--- src/hw/rtl/pse_pkg.sv ---
package pse_pkg;

  // byte sequencer phases in the back end
  typedef enum logic [2:0] {
    PH_IDLE  = 3'd0,
    PH_HEAD  = 3'd1,
    PH_IDLEN = 3'd2,
    PH_PIX   = 3'd3,
    PH_TAIL  = 3'd4
  } phase_t;

  // work item passed from front to back
  typedef struct packed {
    logic [23:0] rgb;
    logic        start;
    logic        row_start;
    logic        finish;
  } job_t;

  localparam logic [31:0] CRC_POLY = 32'hedb88320;
  localparam logic [15:0] ADLER_MOD = 16'd65521;

  // stored block size; the block count logic relies on it being 2^16-1
  localparam logic [16:0] BLOCK_BYTES = 17'd65535;

  localparam int ADDR_W = 3;
  localparam logic [ADDR_W-1:0] REG_WIDTH  = 3'd0;
  localparam logic [ADDR_W-1:0] REG_HEIGHT = 3'd1;

  // one byte through the crc
  function automatic logic [31:0] crc8(input logic [31:0] c_in, input logic [7:0] b);
    logic [31:0] c;
    c = c_in ^ {24'd0, b};
    for (int k = 0; k < 8; k++) begin
      c = c[0] ? (CRC_POLY ^ (c >> 1)) : (c >> 1);
    end
    return c;
  endfunction

endpackage

--- src/hw/rtl/pse_front.sv ---
module pse_front (
  input  logic              clk,
  input  logic              rst,
  input  logic              pixel_valid,
  output logic              pixel_ready,
  input  logic [23:0]       pixel_rgb,
  input  logic [13:0]       eff_w,
  input  logic [13:0]       eff_h,
  output logic              busy,
  output logic              job_valid,
  input  logic              job_ready,
  output pse_pkg::job_t     job
);

  logic        started;
  logic [13:0] col;
  logic [13:0] row;
  logic        take;
  logic        eol;
  logic        eof;

  assign pixel_ready = job_ready;
  assign job_valid   = pixel_valid;
  assign take        = pixel_valid && job_ready;
  assign eol         = (col + 14'd1) >= eff_w;
  assign eof         = eol && ((row + 14'd1) >= eff_h);
  assign busy        = started;

  // classify the pixel
  always_comb begin
    job.rgb       = pixel_rgb;
    job.start     = !started;
    job.row_start = !started || (col == 14'd0);
    job.finish    = eof;
  end

  // raster position
  always_ff @(posedge clk) begin
    if (rst) begin
      started <= 1'b0;
      col     <= '0;
      row     <= '0;
    end else if (take) begin
      if (eof) begin
        started <= 1'b0;
        col     <= '0;
        row     <= '0;
      end else begin
        started <= 1'b1;
        if (eol) begin
          col <= '0;
          row <= row + 14'd1;
        end else begin
          col <= (started ? col : 14'd0) + 14'd1;
        end
      end
    end
  end

endmodule

--- src/hw/rtl/pse_queue.sv ---
module pse_queue (
  input  logic          clk,
  input  logic          rst,
  input  logic          in_valid,
  output logic          in_ready,
  input  pse_pkg::job_t in_job,
  output logic          out_valid,
  input  logic          out_ready,
  output pse_pkg::job_t out_job
);

  pse_pkg::job_t slot [2];
  logic [1:0] count;
  logic       wp;
  logic       rp;
  logic       push;
  logic       pop;

  assign in_ready  = count != 2'd2;
  assign out_valid = count != 2'd0;
  assign out_job   = slot[rp];
  assign push      = in_valid && in_ready;
  assign pop       = out_valid && out_ready;

  // two-entry queue
  always_ff @(posedge clk) begin
    if (rst) begin
      count <= '0;
      wp    <= 1'b0;
      rp    <= 1'b0;
    end else begin
      if (push) wp <= !wp;
      if (pop) rp <= !rp;
      count <= count + {1'b0, push} - {1'b0, pop};
    end
  end

  always_ff @(posedge clk) begin
    if (push) slot[wp] <= in_job;
  end

endmodule

--- src/hw/rtl/pse_back.sv ---
module pse_back (
  input  logic          clk,
  input  logic          rst,
  input  logic          job_valid,
  output logic          job_ready,
  input  pse_pkg::job_t job,
  input  logic [13:0]   eff_w,
  input  logic [13:0]   eff_h,
  output logic          out_valid,
  input  logic          out_ready,
  output logic [7:0]    out_byte,
  output logic          last_byte
);

  localparam logic [16:0] BLK = pse_pkg::BLOCK_BYTES;

  // sequence phase within a job: header, idat length and type, pixel bytes, trailer
  pse_pkg::phase_t phase;
  logic [5:0]  idx;
  logic [1:0]  resume;
  pse_pkg::job_t cur;
  logic [31:0] crc;
  logic [15:0] s1;
  logic [15:0] s2;
  logic [31:0] raw_left;
  logic [16:0] blk_left;
  logic [16:0] w3p1;
  logic [31:0] raw_total;
  logic [15:0] blk_q;
  logic [16:0] blk_r;
  logic [15:0] blk_cnt;
  logic [31:0] idat_len;
  logic        step;

  // output register
  logic        ov;
  logic [7:0]  ob;
  logic        ol;

  logic        have;
  logic [7:0]  b;
  logic        b_crc;
  logic        b_raw;
  logic        b_last;
  logic        crc_reset;
  logic        done_job;
  logic [2:0]  pix_i;
  logic [16:0] n;

  assign out_valid = ov;
  assign out_byte  = ob;
  assign last_byte = ol;
  assign step      = have && (!ov || out_ready);
  assign job_ready = (phase == pse_pkg::PH_IDLE);

  // block length for the next stored block header
  assign n = (raw_left > {15'd0, BLK}) ? BLK : raw_left[16:0];

  // byte generator
  always_comb begin
    have = 1'b0; b = 8'd0; b_crc = 1'b0; b_raw = 1'b0; b_last = 1'b0;
    crc_reset = 1'b0; done_job = 1'b0; pix_i = idx[2:0];
    unique case (phase)
      pse_pkg::PH_IDLE: ;
      pse_pkg::PH_HEAD: begin
        have = 1'b1;
        case (idx)
          6'd0: b = 8'h89; 6'd1: b = 8'h50; 6'd2: b = 8'h4e; 6'd3: b = 8'h47;
          6'd4: b = 8'h0d; 6'd5: b = 8'h0a; 6'd6: b = 8'h1a; 6'd7: b = 8'h0a;
          6'd8, 6'd9, 6'd10: b = 8'h00; 6'd11: b = 8'd13;
          6'd12: begin b = 8'h49; crc_reset = 1'b1; end
          6'd13: begin b = 8'h48; b_crc = 1'b1; end
          6'd14: begin b = 8'h44; b_crc = 1'b1; end
          6'd15: begin b = 8'h52; b_crc = 1'b1; end
          6'd16, 6'd17: begin b = 8'h00; b_crc = 1'b1; end
          6'd18: begin b = {2'd0, eff_w[13:8]}; b_crc = 1'b1; end
          6'd19: begin b = eff_w[7:0]; b_crc = 1'b1; end
          6'd20, 6'd21: begin b = 8'h00; b_crc = 1'b1; end
          6'd22: begin b = {2'd0, eff_h[13:8]}; b_crc = 1'b1; end
          6'd23: begin b = eff_h[7:0]; b_crc = 1'b1; end
          6'd24: begin b = 8'd8; b_crc = 1'b1; end
          6'd25: begin b = 8'd2; b_crc = 1'b1; end
          6'd26, 6'd27, 6'd28: begin b = 8'd0; b_crc = 1'b1; end
          6'd29: b = ~crc[31:24]; 6'd30: b = ~crc[23:16];
          6'd31: b = ~crc[15:8];  6'd32: b = ~crc[7:0];
          default: have = 1'b0;
        endcase
      end
      pse_pkg::PH_IDLEN: begin
        have = 1'b1;
        case (idx)
          6'd0: b = idat_len[31:24]; 6'd1: b = idat_len[23:16];
          6'd2: b = idat_len[15:8];  6'd3: b = idat_len[7:0];
          6'd4: begin b = 8'h49; crc_reset = 1'b1; end
          6'd5: begin b = 8'h44; b_crc = 1'b1; end
          6'd6: begin b = 8'h41; b_crc = 1'b1; end
          6'd7: begin b = 8'h54; b_crc = 1'b1; end
          6'd8: begin b = 8'h78; b_crc = 1'b1; end
          6'd9: begin b = 8'h01; b_crc = 1'b1; end
          default: have = 1'b0;
        endcase
      end
      pse_pkg::PH_PIX: begin
        have = 1'b1; b_crc = 1'b1;
        // idx: 0 filter, 1..3 colours; idx[5] set means block header byte
        if (idx[5]) begin
          case (idx[2:0])
            3'd0: b = {7'd0, raw_left == {15'd0, n}};
            3'd1: b = n[7:0];
            3'd2: b = n[15:8];
            3'd3: b = ~n[7:0];
            default: b = ~n[15:8];
          endcase
        end else begin
          b_raw = 1'b1;
          case (pix_i)
            3'd0: b = 8'h00;
            3'd1: b = cur.rgb[23:16];
            3'd2: b = cur.rgb[15:8];
            default: b = cur.rgb[7:0];
          endcase
          b_last = 1'b0;
        end
      end
      pse_pkg::PH_TAIL: begin
        have = 1'b1;
        case (idx)
          6'd0: begin b = s2[15:8]; b_crc = 1'b1; end
          6'd1: begin b = s2[7:0];  b_crc = 1'b1; end
          6'd2: begin b = s1[15:8]; b_crc = 1'b1; end
          6'd3: begin b = s1[7:0];  b_crc = 1'b1; end
          6'd4: b = ~crc[31:24]; 6'd5: b = ~crc[23:16];
          6'd6: b = ~crc[15:8];  6'd7: b = ~crc[7:0];
          6'd8, 6'd9, 6'd10, 6'd11: b = 8'h00;
          6'd12: begin b = 8'h49; crc_reset = 1'b1; end
          6'd13: begin b = 8'h45; b_crc = 1'b1; end
          6'd14: begin b = 8'h4e; b_crc = 1'b1; end
          6'd15: begin b = 8'h44; b_crc = 1'b1; end
          6'd16: b = ~crc[31:24]; 6'd17: b = ~crc[23:16];
          6'd18: b = ~crc[15:8];
          6'd19: begin b = ~crc[7:0]; b_last = 1'b1; end
          default: have = 1'b0;
        endcase
      end
      default: ;
    endcase
  end

  logic        take_job;
  logic [16:0] s1_sum;
  logic [16:0] s1_mod;
  logic [16:0] s2_sum;
  logic [15:0] s2_mod;
  logic        pix_end;

  assign take_job = job_valid && (phase == pse_pkg::PH_IDLE);
  assign s1_sum   = {1'b0, s1} + {9'd0, b};
  assign s1_mod   = (s1_sum >= {1'b0, pse_pkg::ADLER_MOD}) ?
                    s1_sum - {1'b0, pse_pkg::ADLER_MOD} : s1_sum;
  assign s2_sum   = {1'b0, s2} + s1_mod;
  assign s2_mod   = (s2_sum >= {1'b0, pse_pkg::ADLER_MOD}) ?
                    16'(s2_sum - {1'b0, pse_pkg::ADLER_MOD}) : s2_sum[15:0];
  assign pix_end  = !idx[5] && (idx[2:0] == 3'd3);

  // sequencer, crc, adler and counters
  always_ff @(posedge clk) begin
    if (rst) begin
      phase    <= pse_pkg::PH_IDLE;
      idx      <= '0;
      resume   <= '0;
      crc      <= '1;
      s1       <= 16'd1;
      s2       <= 16'd0;
      raw_left <= '0;
      blk_left <= '0;
      ov       <= 1'b0;
    end else begin
      if (ov && out_ready) ov <= 1'b0;
      if (take_job) begin
        cur <= job;
        if (job.start) begin
          phase    <= pse_pkg::PH_HEAD;
          idx      <= '0;
          resume   <= 2'd0;
          s1       <= 16'd1;
          s2       <= 16'd0;
          raw_left <= raw_total;
          blk_left <= '0;
        end else begin
          phase  <= pse_pkg::PH_PIX;
          resume <= {1'b0, !job.row_start};
          if (blk_left == 17'd0) idx <= 6'd32;
          else idx <= {5'd0, !job.row_start};
        end
      end else if (step) begin
        ov <= 1'b1;
        ob <= b;
        ol <= b_last;
        if (crc_reset) crc <= pse_pkg::crc8('1, b);
        else if (b_crc) crc <= pse_pkg::crc8(crc, b);
        if (b_raw) begin
          s1 <= s1_mod[15:0];
          s2 <= s2_mod;
          raw_left <= raw_left - 32'd1;
          blk_left <= blk_left - 17'd1;
        end
        unique case (phase)
          pse_pkg::PH_HEAD: if (idx == 6'd32) begin
                              phase <= pse_pkg::PH_IDLEN; idx <= '0;
                            end else idx <= idx + 6'd1;
          pse_pkg::PH_IDLEN: if (idx == 6'd9) begin
                               phase <= pse_pkg::PH_PIX;
                               idx   <= (blk_left == 17'd0) ? 6'd32 : 6'd0;
                             end else idx <= idx + 6'd1;
          pse_pkg::PH_PIX: begin
            if (idx[5]) begin
              if (idx[2:0] == 3'd4) begin
                blk_left <= n;
                idx      <= {4'd0, resume};
              end else idx <= idx + 6'd1;
            end else if (pix_end) begin
              if (cur.finish) begin phase <= pse_pkg::PH_TAIL; idx <= '0; end
              else phase <= pse_pkg::PH_IDLE;
            end else if (blk_left == 17'd1) begin
              // block runs out inside the pixel: header, then carry on
              idx    <= 6'd32;
              resume <= idx[1:0] + 2'd1;
            end else idx <= idx + 6'd1;
          end
          pse_pkg::PH_TAIL: if (idx == 6'd19) phase <= pse_pkg::PH_IDLE;
                            else idx <= idx + 6'd1;
          default: ;
        endcase
      end
    end
  end

  // stored block count: x / 65535 via x = q * 65535 + (q + low half)
  // raw_total stays below 2^28, so one correction step is enough
  assign blk_q = raw_total[31:16];
  assign blk_r = {1'b0, raw_total[15:0]} + {1'b0, blk_q};
  always_comb begin
    if (blk_r >= BLK) blk_cnt = blk_q + 16'd1 + {15'd0, (blk_r != BLK)};
    else blk_cnt = blk_q + {15'd0, (blk_r != 17'd0)};
  end

  // idat length, follows the configuration
  assign w3p1 = 17'(eff_w) * 17'd3 + 17'd1;
  always_ff @(posedge clk) begin
    raw_total <= {15'd0, w3p1} * {18'd0, eff_h};
    idat_len  <= raw_total + 32'd6 + {14'd0, blk_cnt, 2'b00} + {16'd0, blk_cnt};
  end

  assign_check: assert property (@(posedge clk) disable iff (rst)
    (ov && !out_ready) |=> (ov && $stable(ob)))
    else $error("output changed while stalled");

  last_check: assert property (@(posedge clk) disable iff (rst)
    (ov && ol && out_ready) |=> (phase == pse_pkg::PH_IDLE || phase == pse_pkg::PH_HEAD))
    else $error("bytes after last");

  blk_check: assert property (@(posedge clk) disable iff (rst)
    (step && b_raw) |-> (blk_left != 17'd0))
    else $error("raw byte outside a stored block");

endmodule

--- src/hw/rtl/png_stored_rgb_encoder_core.sv ---
// png encoder, stored deflate, rgb8
// bytes: a pixel passes the queue and the back end to the output register;
//   first pixel of a file gives 52 bytes, others 3..9, the last of a file adds 20
// throughput: one output byte per cycle while out_ready is high; each pixel costs
//   a front-to-back hand-over in the byte sequencer, during which no byte is sent
// reset: synchronous, active high; clears all control state, width 320, height 224
module png_stored_rgb_encoder_core #(
  parameter int MAX_WIDTH   = 4096,
  parameter int MAX_HEIGHT  = 4096
) (
  input  logic        clk,
  input  logic        rst,
  input  logic        psel,
  input  logic        penable,
  input  logic        pwrite,
  input  logic [2:0]  paddr,
  input  logic [31:0] pwdata,
  output logic [31:0] prdata,
  output logic        pready,
  input  logic        pixel_valid,
  output logic        pixel_ready,
  input  logic [23:0] pixel_rgb,
  output logic        out_valid,
  input  logic        out_ready,
  output logic [7:0]  out_byte,
  output logic        last_byte
);

  logic [12:0] image_width;
  logic [12:0] image_height;
  logic [13:0] eff_w;
  logic [13:0] eff_h;
  logic        front_busy;
  logic        fq_valid, fq_ready, qb_valid, qb_ready;
  pse_pkg::job_t fq_job, qb_job;

  assign pready = 1'b1;

  // clamp configuration
  always_comb begin
    eff_w = {1'b0, image_width};
    if (eff_w < 14'd2) eff_w = 14'd2;
    if (int'(eff_w) > MAX_WIDTH) eff_w = 14'(MAX_WIDTH);
    eff_h = {1'b0, image_height};
    if (eff_h < 14'd1) eff_h = 14'd1;
    if (int'(eff_h) > MAX_HEIGHT) eff_h = 14'(MAX_HEIGHT);
  end

  // configuration registers
  always_ff @(posedge clk) begin
    if (rst) begin
      image_width  <= 13'd320;
      image_height <= 13'd224;
    end else if (psel && penable && pwrite && !front_busy) begin
      if (paddr == {pse_pkg::REG_WIDTH[0], 2'b00}) image_width <= pwdata[12:0];
      else if (paddr == {pse_pkg::REG_HEIGHT[0], 2'b00}) image_height <= pwdata[12:0];
    end
  end

  always_comb begin
    prdata = 32'd0;
    if (paddr == {pse_pkg::REG_WIDTH[0], 2'b00}) prdata = {19'd0, image_width};
    else if (paddr == {pse_pkg::REG_HEIGHT[0], 2'b00}) prdata = {19'd0, image_height};
  end

  pse_front u_front (
    .clk, .rst, .pixel_valid, .pixel_ready, .pixel_rgb, .eff_w, .eff_h,
    .busy(front_busy), .job_valid(fq_valid), .job_ready(fq_ready), .job(fq_job)
  );

  pse_queue u_queue (
    .clk, .rst, .in_valid(fq_valid), .in_ready(fq_ready), .in_job(fq_job),
    .out_valid(qb_valid), .out_ready(qb_ready), .out_job(qb_job)
  );

  pse_back u_back (
    .clk, .rst, .job_valid(qb_valid), .job_ready(qb_ready), .job(qb_job),
    .eff_w, .eff_h, .out_valid, .out_ready, .out_byte, .last_byte
  );

  cfg_quiet: assert property (@(posedge clk) disable iff (rst)
    (psel && penable && pwrite && front_busy) |=>
      ($stable(image_width) && $stable(image_height)))
    else $error("configuration changed during a file");

  pready_check: assert property (@(posedge clk) disable iff (rst) pready)
    else $error("pready low");

endmodule
--- config.mk ---
export PLATFORM = sky130hd
export DESIGN_NAME = png_stored_rgb_encoder_core
export DESIGN_NICKNAME = d
export VERILOG_FILES = /design/src/hw/rtl/pse_pkg.sv /design/src/hw/rtl/pse_front.sv /design/src/hw/rtl/pse_queue.sv /design/src/hw/rtl/pse_back.sv /design/src/hw/rtl/png_stored_rgb_encoder_core.sv
export SDC_FILE = /design/constraint.sdc
export NUM_CORES = 2
export LEC_CHECK = 0
export BUFFER_PORTS_ARGS = -buffer_cell sky130_fd_sc_hd__buf_4
export CAP_MARGIN = 20
export CORE_ASPECT_RATIO = 1.2
export CORE_MARGIN = 2
export CORE_UTILIZATION = 50
export CTS_BUF_LIST = sky130_fd_sc_hd__clkbuf_8
export DETAILED_ROUTE_END_ITERATION = 8
export PLACE_DENSITY = 0.67
export SLEW_MARGIN = 10
export SYNTH_ARGS = -nofsm -noshare
export SYNTH_HDL_FRONTEND = slang
export SYNTH_SLANG_ARGS = --single-unit
--- constraint.sdc ---
create_clock -name clk -period 16.5 [get_ports clk]
set_input_delay 0.825 -clock clk [delete_from_list [all_inputs] [get_ports clk]]
set_output_delay 0.825 -clock clk [all_outputs]
set_load 0.05 [all_outputs]
### Word level (Yosys, flattened, before mapping)

Memories as Yosys holds them, arrays and structs flattened. A register that Yosys moved wholly into a read port is not among the register bits.
Index checks and enable logic that the tools add are counted.

* word-level logic and storage cells: 309
* memories: 1
* bits in writable memories: 54
* output and inout port bits: 44
* bits in registers: 281
* input bits: 66

Memory list
* u_queue.slot: depth 2, bits a word 27, rd ports 1, clocked after Yosys merged registers in 1, write ports 1, RTL line pse_queue.sv:12 `pse_pkg::job_t slot [2];`

* equality and inequality tests: 55
* bitwise gates (word level): 27
* multiply operators: 2
* reduce and logical (&&, ||, !) cells: 57
* add/subtract/negate cells: 21
* $lt $le $gt $ge: 10
* multiplexer cells: 112

Operator list (number)
* $mux W32: 22
* $not A13 Y14: 16
* $pmux W8 S21: 1
* $mux W16: 10
* $mux W17: 9
* $mux W14: 7
* $eq A6 B5 Y1 const B: 16
* $pmux W8 S12: 1
* $pmux W8 S10: 1
* $mux W6: 12
* $pmux W8 S4: 2
* $mux W13: 4
* $ge A17 B16 Y1 const B: 3
* $eq A6 B4 Y1 const B: 8
* $not A8 Y8: 6
* $add A14 B1 Y14 const B: 3
* $reduce_or A33 Y1: 1
* $add A31 B3 Y32 const B: 1
* $add A32 B16 Y32: 1
* $add A32 B18 Y32: 1
* $eq A32 B17 Y1: 1
* $gt A32 B16 Y1 const B: 1
* $not A8 Y32: 1
* $sub A32 B1 Y32 const B: 1
* other kinds (67): 155

### Logic depth before layout (Yosys ltp)

* depth in word-level cells: 25
* mapped depth: 37

### Hierarchy

A second synthesis with hierarchy kept.

* cells, all modules: 3659
* area total of the unflattened synthesis: 31243.7 µm²

By module, submodules not included
* pse_back: area an instance 24677.4 µm², sequential area each 4784.6 µm², instances 1, cells an instance 2998
* pse_front: area an instance 2735.1 µm², sequential area each 580.6 µm², instances 1, cells an instance 369
* pse_queue: area an instance 2212.1 µm², sequential area each 1721.7 µm², instances 1, cells an instance 113
* png_stored_rgb_encoder_core: area an instance 1619.1 µm², sequential area each 520.5 µm², instances 1, cells an instance 179

### Worst setup path before layout

Ideal clock, no wire load.

* kind: reg-to-reg
* from: reg image_width[2]
* to: reg u_back.raw_total[29]
* cell stages (with the launch flop): 36
* setup time: 72 ps
* buffers on the path: 1
* period minus slack after synthesis: 9599 ps
* data arrival time: 9527 ps
* setup slack: 6901 ps
* path through: dfxtp_1 nor4_1 a31oi_1 or2_2 inv_1 ha_1 a21o_1 a21oi_1 o21bai_1 a21oi_1 o21ai_1 a211oi_1 nor2_1 clkbuf_1 a21oi_1 nand2_1 fa_1 inv_1 fa_1 fa_1 inv_1 fa_1 inv_1 fa_1 fa_1 ha_1 a2111oi_0 inv_1 a211oi_1 o31ai_1 a2111oi_0 o21ai_0 a31oi_1 o21ai_0 a21oi_1 xnor2_1

* word-level cells in the longest chain between the ends: 7

Ends and longest elaborated chain
* start: declaration: RTL line png_stored_rgb_encoder_core.sv:29 `logic [12:0] image_width;`
* start signal: assignment: RTL line png_stored_rgb_encoder_core.sv:55 `if (paddr == {pse_pkg::REG_WIDTH[0], 2'b00}) image_width <= pwdata[12:0];`
* $lt A13 B2 Y1: RTL line png_stored_rgb_encoder_core.sv:42 `if (eff_w < 14'd2) eff_w = 14'd2;`
* $mux W13 *: RTL line png_stored_rgb_encoder_core.sv:42
* $gt A14 B13 Y1: RTL line png_stored_rgb_encoder_core.sv:43 `if (int'(eff_w) > MAX_WIDTH) eff_w = 14'(MAX_WIDTH);`
* $mux W14 *: RTL line png_stored_rgb_encoder_core.sv:43
* $mul A14 B2 Y16 *: RTL line pse_back.sv:248 `assign w3p1 = 17'(eff_w) * 17'd3 + 17'd1;`
* $add A16 B1 Y17 *: RTL line pse_back.sv:248
* $mul A17 B14 Y31 *: RTL line pse_back.sv:250 `raw_total <= {15'd0, w3p1} * {18'd0, eff_h};`
* end signal: assignment: RTL line pse_back.sv:250
* end: declaration: RTL line pse_back.sv:28 `logic [31:0] raw_total;`

Every way passes the cells marked *; elsewhere a longest branch is shown, timed or not.
A chain may end at the register's enable or synchronous reset.

### Worst setup path in the final report

* from: reg u_back.idx[1]
* to: reg u_back.s2[1]

* word-level cells in the longest chain between the ends: 13

Ends and longest elaborated chain
* start: declaration: RTL line pse_back.sv:19 `logic [5:0] idx;`
* start signal: assignment: RTL line pse_back.sv:193 `else idx <= {5'd0, !job.row_start};`
* start signal: assignment: RTL line pse_back.sv:210 `end else idx <= idx + 6'd1;`
* start signal: assignment: RTL line pse_back.sv:213 `idx <= (blk_left == 17'd0) ? 6'd32 : 6'd0;`
* $eq A6 B4 Y1, or another cell as far along: RTL line pse_back.sv:67 `case (idx)`
* $reduce_or A2 Y1 (no line), or another cell as far along
* $pmux W8 S21, or another cell as far along: RTL line pse_back.sv:67
* $pmux W8 S4 *: RTL line pse_back.sv:63 `unique case (phase)`
* net u_back.b[2]: RTL line pse_back.sv:41 `logic [7:0] b;`
* $add A16 B8 Y17 *: RTL line pse_back.sv:157 `assign s1_sum = {1'b0, s1} + {9'd0, b};`
* $sub A17 B16 Y17 / $ge A17 B16 Y1 (equally long branches): RTL line pse_back.sv:159, pse_back.sv:158
* $mux W17 *: RTL line pse_back.sv:158 `assign s1_mod = (s1_sum >= {1'b0, pse_pkg::ADLER_MOD}) ?`
* $add A16 B17 Y17 *: RTL line pse_back.sv:160 `assign s2_sum = {1'b0, s2} + s1_mod;`
* $ge A17 B16 Y1 / $sub A16 B16 Y16 (equally long branches): RTL line pse_back.sv:161, pse_back.sv:162
* $mux W16 *: RTL line pse_back.sv:161 `assign s2_mod = (s2_sum >= {1'b0, pse_pkg::ADLER_MOD}) ?`
* $mux W16 *: RTL line pse_back.sv:201 `if (b_raw) begin`
* $mux W16 *: RTL line pse_back.sv:195 `end else if (step) begin`
* $mux W16 *: RTL line pse_back.sv:179 `if (take_job) begin`
* end signal: assignment: RTL line pse_back.sv:203 `s2 <= s2_mod;`
* end: declaration: RTL line pse_back.sv:24 `logic [15:0] s2;`

The timed path passes the listed nets; every way through them passes the cells marked *. The select of a mux whose other input is x is not followed.

==> metrics.txt <==
Top FF cell, synth=dfxtp_1; Synth Register Bits=approximately 340; CP max FO=23; Rows=98; antenna viol nets, final=0; unrepaired setup endpoints after global routing=no; Hold Path End=u_queue.slot[1][7]; cts bufs inserted=between 50 and 60; total core area=approximately 60000 um2; synth warn=0; die area=between 60000 and 70000 um2; Pre-Repair DR Iteration Count=6; CTS Hold Bufs=0; post-DP HPWL=~70000 um; status=finished, final reports clean; Crit path arrival time=~12 ns; Final Max Tran Viols=0; Design Power=~3.6 mW; Tmin final=around 11 ns; Bufs and invs on worst path=4; Pleak=about 14 nW; Comb pwr share=0.468; CTS tree=built; global-route wire length before repair=145000 um; Post-synth EDFFs=88; post-synthesis sequential area ratio=0.251; I/O pins=110; critical path required time=~17 ns; GRT overflow=0; Vias=between 20k and 30k; non-filler cells, final=~4.4k; CP max-delay cell=a2111oi_1; Synth Area per Inst=8.57 um2; Synth area leaders=dfxtp_1 (16%), fa_1 (11%), ha_1 (10%), edfxtp_1 (8.7%), nor2_1 (4.9%); hold_sp=pixel_rgb[4]; dpl ws=~5.1 ns; number of global-route vias before repair=between 20k and 30k; htree depth=2; largest net degree at the start of global routing=a little under 60; worst hold stages=1; GRT Total Usage=0.293; Clk pin slew, worst setup/hold paths=~0.070 ns; Post-Synthesis Cells=approximately 3.5k; fill count=~5.6k; Die Ht=~270 um; layout cell share with drive strength beyond 1=0.0880; proportion of power drawn by the clock network=0.231; CP Launch Point=u_back.idx[1]; Finish-stage setup viols=0; worst vdd ir=0.0000697 V; Sw Pwr=roughly 1.5 mW; Critical Path Stages=33; setup_tns=0 ns; initial core utilization=0.507; post-route cell area=~33000 um2; CP Capture Type=register; Max Fclk=a little under 0.09 GHz; nets@finish=approximately 4k; area growth from synthesis to layout=8.40%; largest area contributor in the netlist=dfxtp_1; drt drc=0; Setup Skew=0.0368 ns; GP Congestion=~1.0; Post-CTS Resized=0; Worst R2R End=u_back.s2[1]; R2R Setup Slk=just over 5 ns; Max Buffers Root-to-Sink=3; Pwr Density=roughly 110 nW/um2; Yosys top cell area share=0.164; Pint=roughly 2.1 mW; max-cap violation count=0; Switching Share=0.426; synth unique cells=between 90 and 100; mapped cell area=roughly 30000 um2; Hold Path Class=input pin to register; worst slew pin tran=1.10 ns; worst skew pair latency=around 0.68 ns; Largest stage delay, worst path=0.82 ns; Final Hold Fails=0; Max-Slew Margin vs Limit=0.262; Placed Area=around 32000 um2; Startpoint Class=register; IO Port Bufs=70; Inst Count DP=4285; initial antenna violation count=1; Clock Sinks=336; WS Path Type=register to register; post-CTS setup buffer count=0; CP top delay family=compound AO/OA/AOI/OAI gates; Clock Root Buffer=clkbuf_8; Register-to-Register Path Depth=33; asr flop ratio synth=0; Final WS setup=between 5 and 6 ns; Avg Vias per Cell=a little over 6; average wire per standard cell=21.0 um; Die X=between 200 and 250 um; reg2reg start=u_back.idx[1]; final cycle utilization of the critical path=0.695; Reg power frac=0.301; Min Hold Slack=0.332 ns; fin util=0.550; final wirelength=between 90000 and 100000 um; DRT iter0 DRCs=around 2.2k
## synth_stat cells (32+ instances only)
| cell | number |
|---|---|
| nor2_1 | 398 |
| inv_1 | 269 |
| nand2_1 | 264 |
| dfxtp_1 | 248 |
| ha_1 | 248 |
| fa_1 | 159 |
| xnor2_1 | 158 |
| a21oi_1 | 152 |
| clkbuf_1 | 152 |
| o21ai_0 | 147 |
| nor3_1 | 114 |
| nand3_1 | 97 |
| edfxtp_1 | 88 |
| xor2_1 | 84 |
| a211oi_1 | 58 |
| nor4_1 | 53 |
| a21o_1 | 51 |
| mux2i_1 | 48 |
| a31oi_1 | 42 |
| nand4_1 | 36 |
| o22ai_1 | 36 |
| and3_1 | 32 |
## logic make-up after synthesis
family / Yosys count / share of synthesized area
other cells: 2 / 0.000248
flops: 336 / 0.251
simple gates: 1194 / 0.189
buf+inv: 475 / 0.0620
fa+ha+maj: 407 / 0.208
xor+xnor: 265 / 0.0865
mux: 76 / 0.0263
compound gates: 781 / 0.177
## worst register-to-register path: cells and delay by family, from the launching register on
kind | cells | cell delay (ns)
AO/OA/AOI/OAI | 17 | 4.91
XOR/XNOR | 1 | 0.34
adder cells (fa/ha/maj) | 3 | 1.16
buffers and inverters | 4 | 0.76
flip-flops | 1 | 0.45
multiplexers | 1 | 0.50
AND/OR/NAND/NOR | 7 | 3.27
## power by group through the flow
stage | combinational [mW] | clock, mW | sequential [mW]
CTS | 1.65 | 0.841 | 1.07
finish | 1.67 | 0.826 | 1.08
floorplan | 1.23 | 0 | 1.07
global route | 1.83 | 0.874 | 1.09
detailed placement | 1.63 | 0 | 1.09
global placement | 1.63 | 0 | 1.09
## state kept, by name (all words and copies together) (netlist names), 16 cells and up, named ones only
| name | count |
|---|---|
| u_back.blk_left | 17 |
| u_back.crc | 32 |
| u_back.cur | 25 |
| u_back.idat_len | 32 |
| u_back.raw_left | 32 |
| u_back.raw_total | 31 |
| u_back.s1 | 16 |
| u_back.s2 | 16 |
| u_queue.slot | 54 |
## cells in the final DEF, fill, tap and decap left out, types with 74 or more instances in the layout
cell type and n:
clkbuf_8 74, nand3_1 97, fa_1 159, xor2_1 84, xnor2_1 158, nand2_1 263
nor2_1 395, dfxtp_1 248, edfxtp_1 88, nor3_1 114, a21oi_1 152, ha_1 248
buf_4 128, o21ai_0 145, inv_1 280
## routing by layer
metal	up-vias	GRT usage	part of all wire
met1	12900	0.356	0.41
met2	880	0.511	0.49
met5	-	0	0
met4	0	0.146	0.054
met3	241	0.0378	0.053
li1	12600	-	-
## layout make-up
cell class | count | area, um2 | area share
antenna | 1 | 2.50 | 0.0000762
clock buffer | 74 | 1020 | 0.0310
clock inverter | 30 | 243 | 0.00739
inverter | 279 | 1050 | 0.0319
multi-input combinational | 2743 | 20900 | 0.637
sequential | 336 | 7610 | 0.232
tap | 800 | 1000 | 0.0305
timing repair buffer | 130 | 996 | 0.0303
## worst max path at each step
stage	slack, ns	endpoint
4_1_cts	5.07	u_back.s2[1]
6_report	5.04	u_back.s2[1]
5_1_grt	4.14	u_back.raw_total[29]
2_1_floorplan	6.90	u_back.raw_total[29]
3_3_place_gp	5.11	u_back.s2[1]
3_5_place_dp	5.14	u_back.s2[5]
Note: power is estimated with default switching activity, not from simulation.
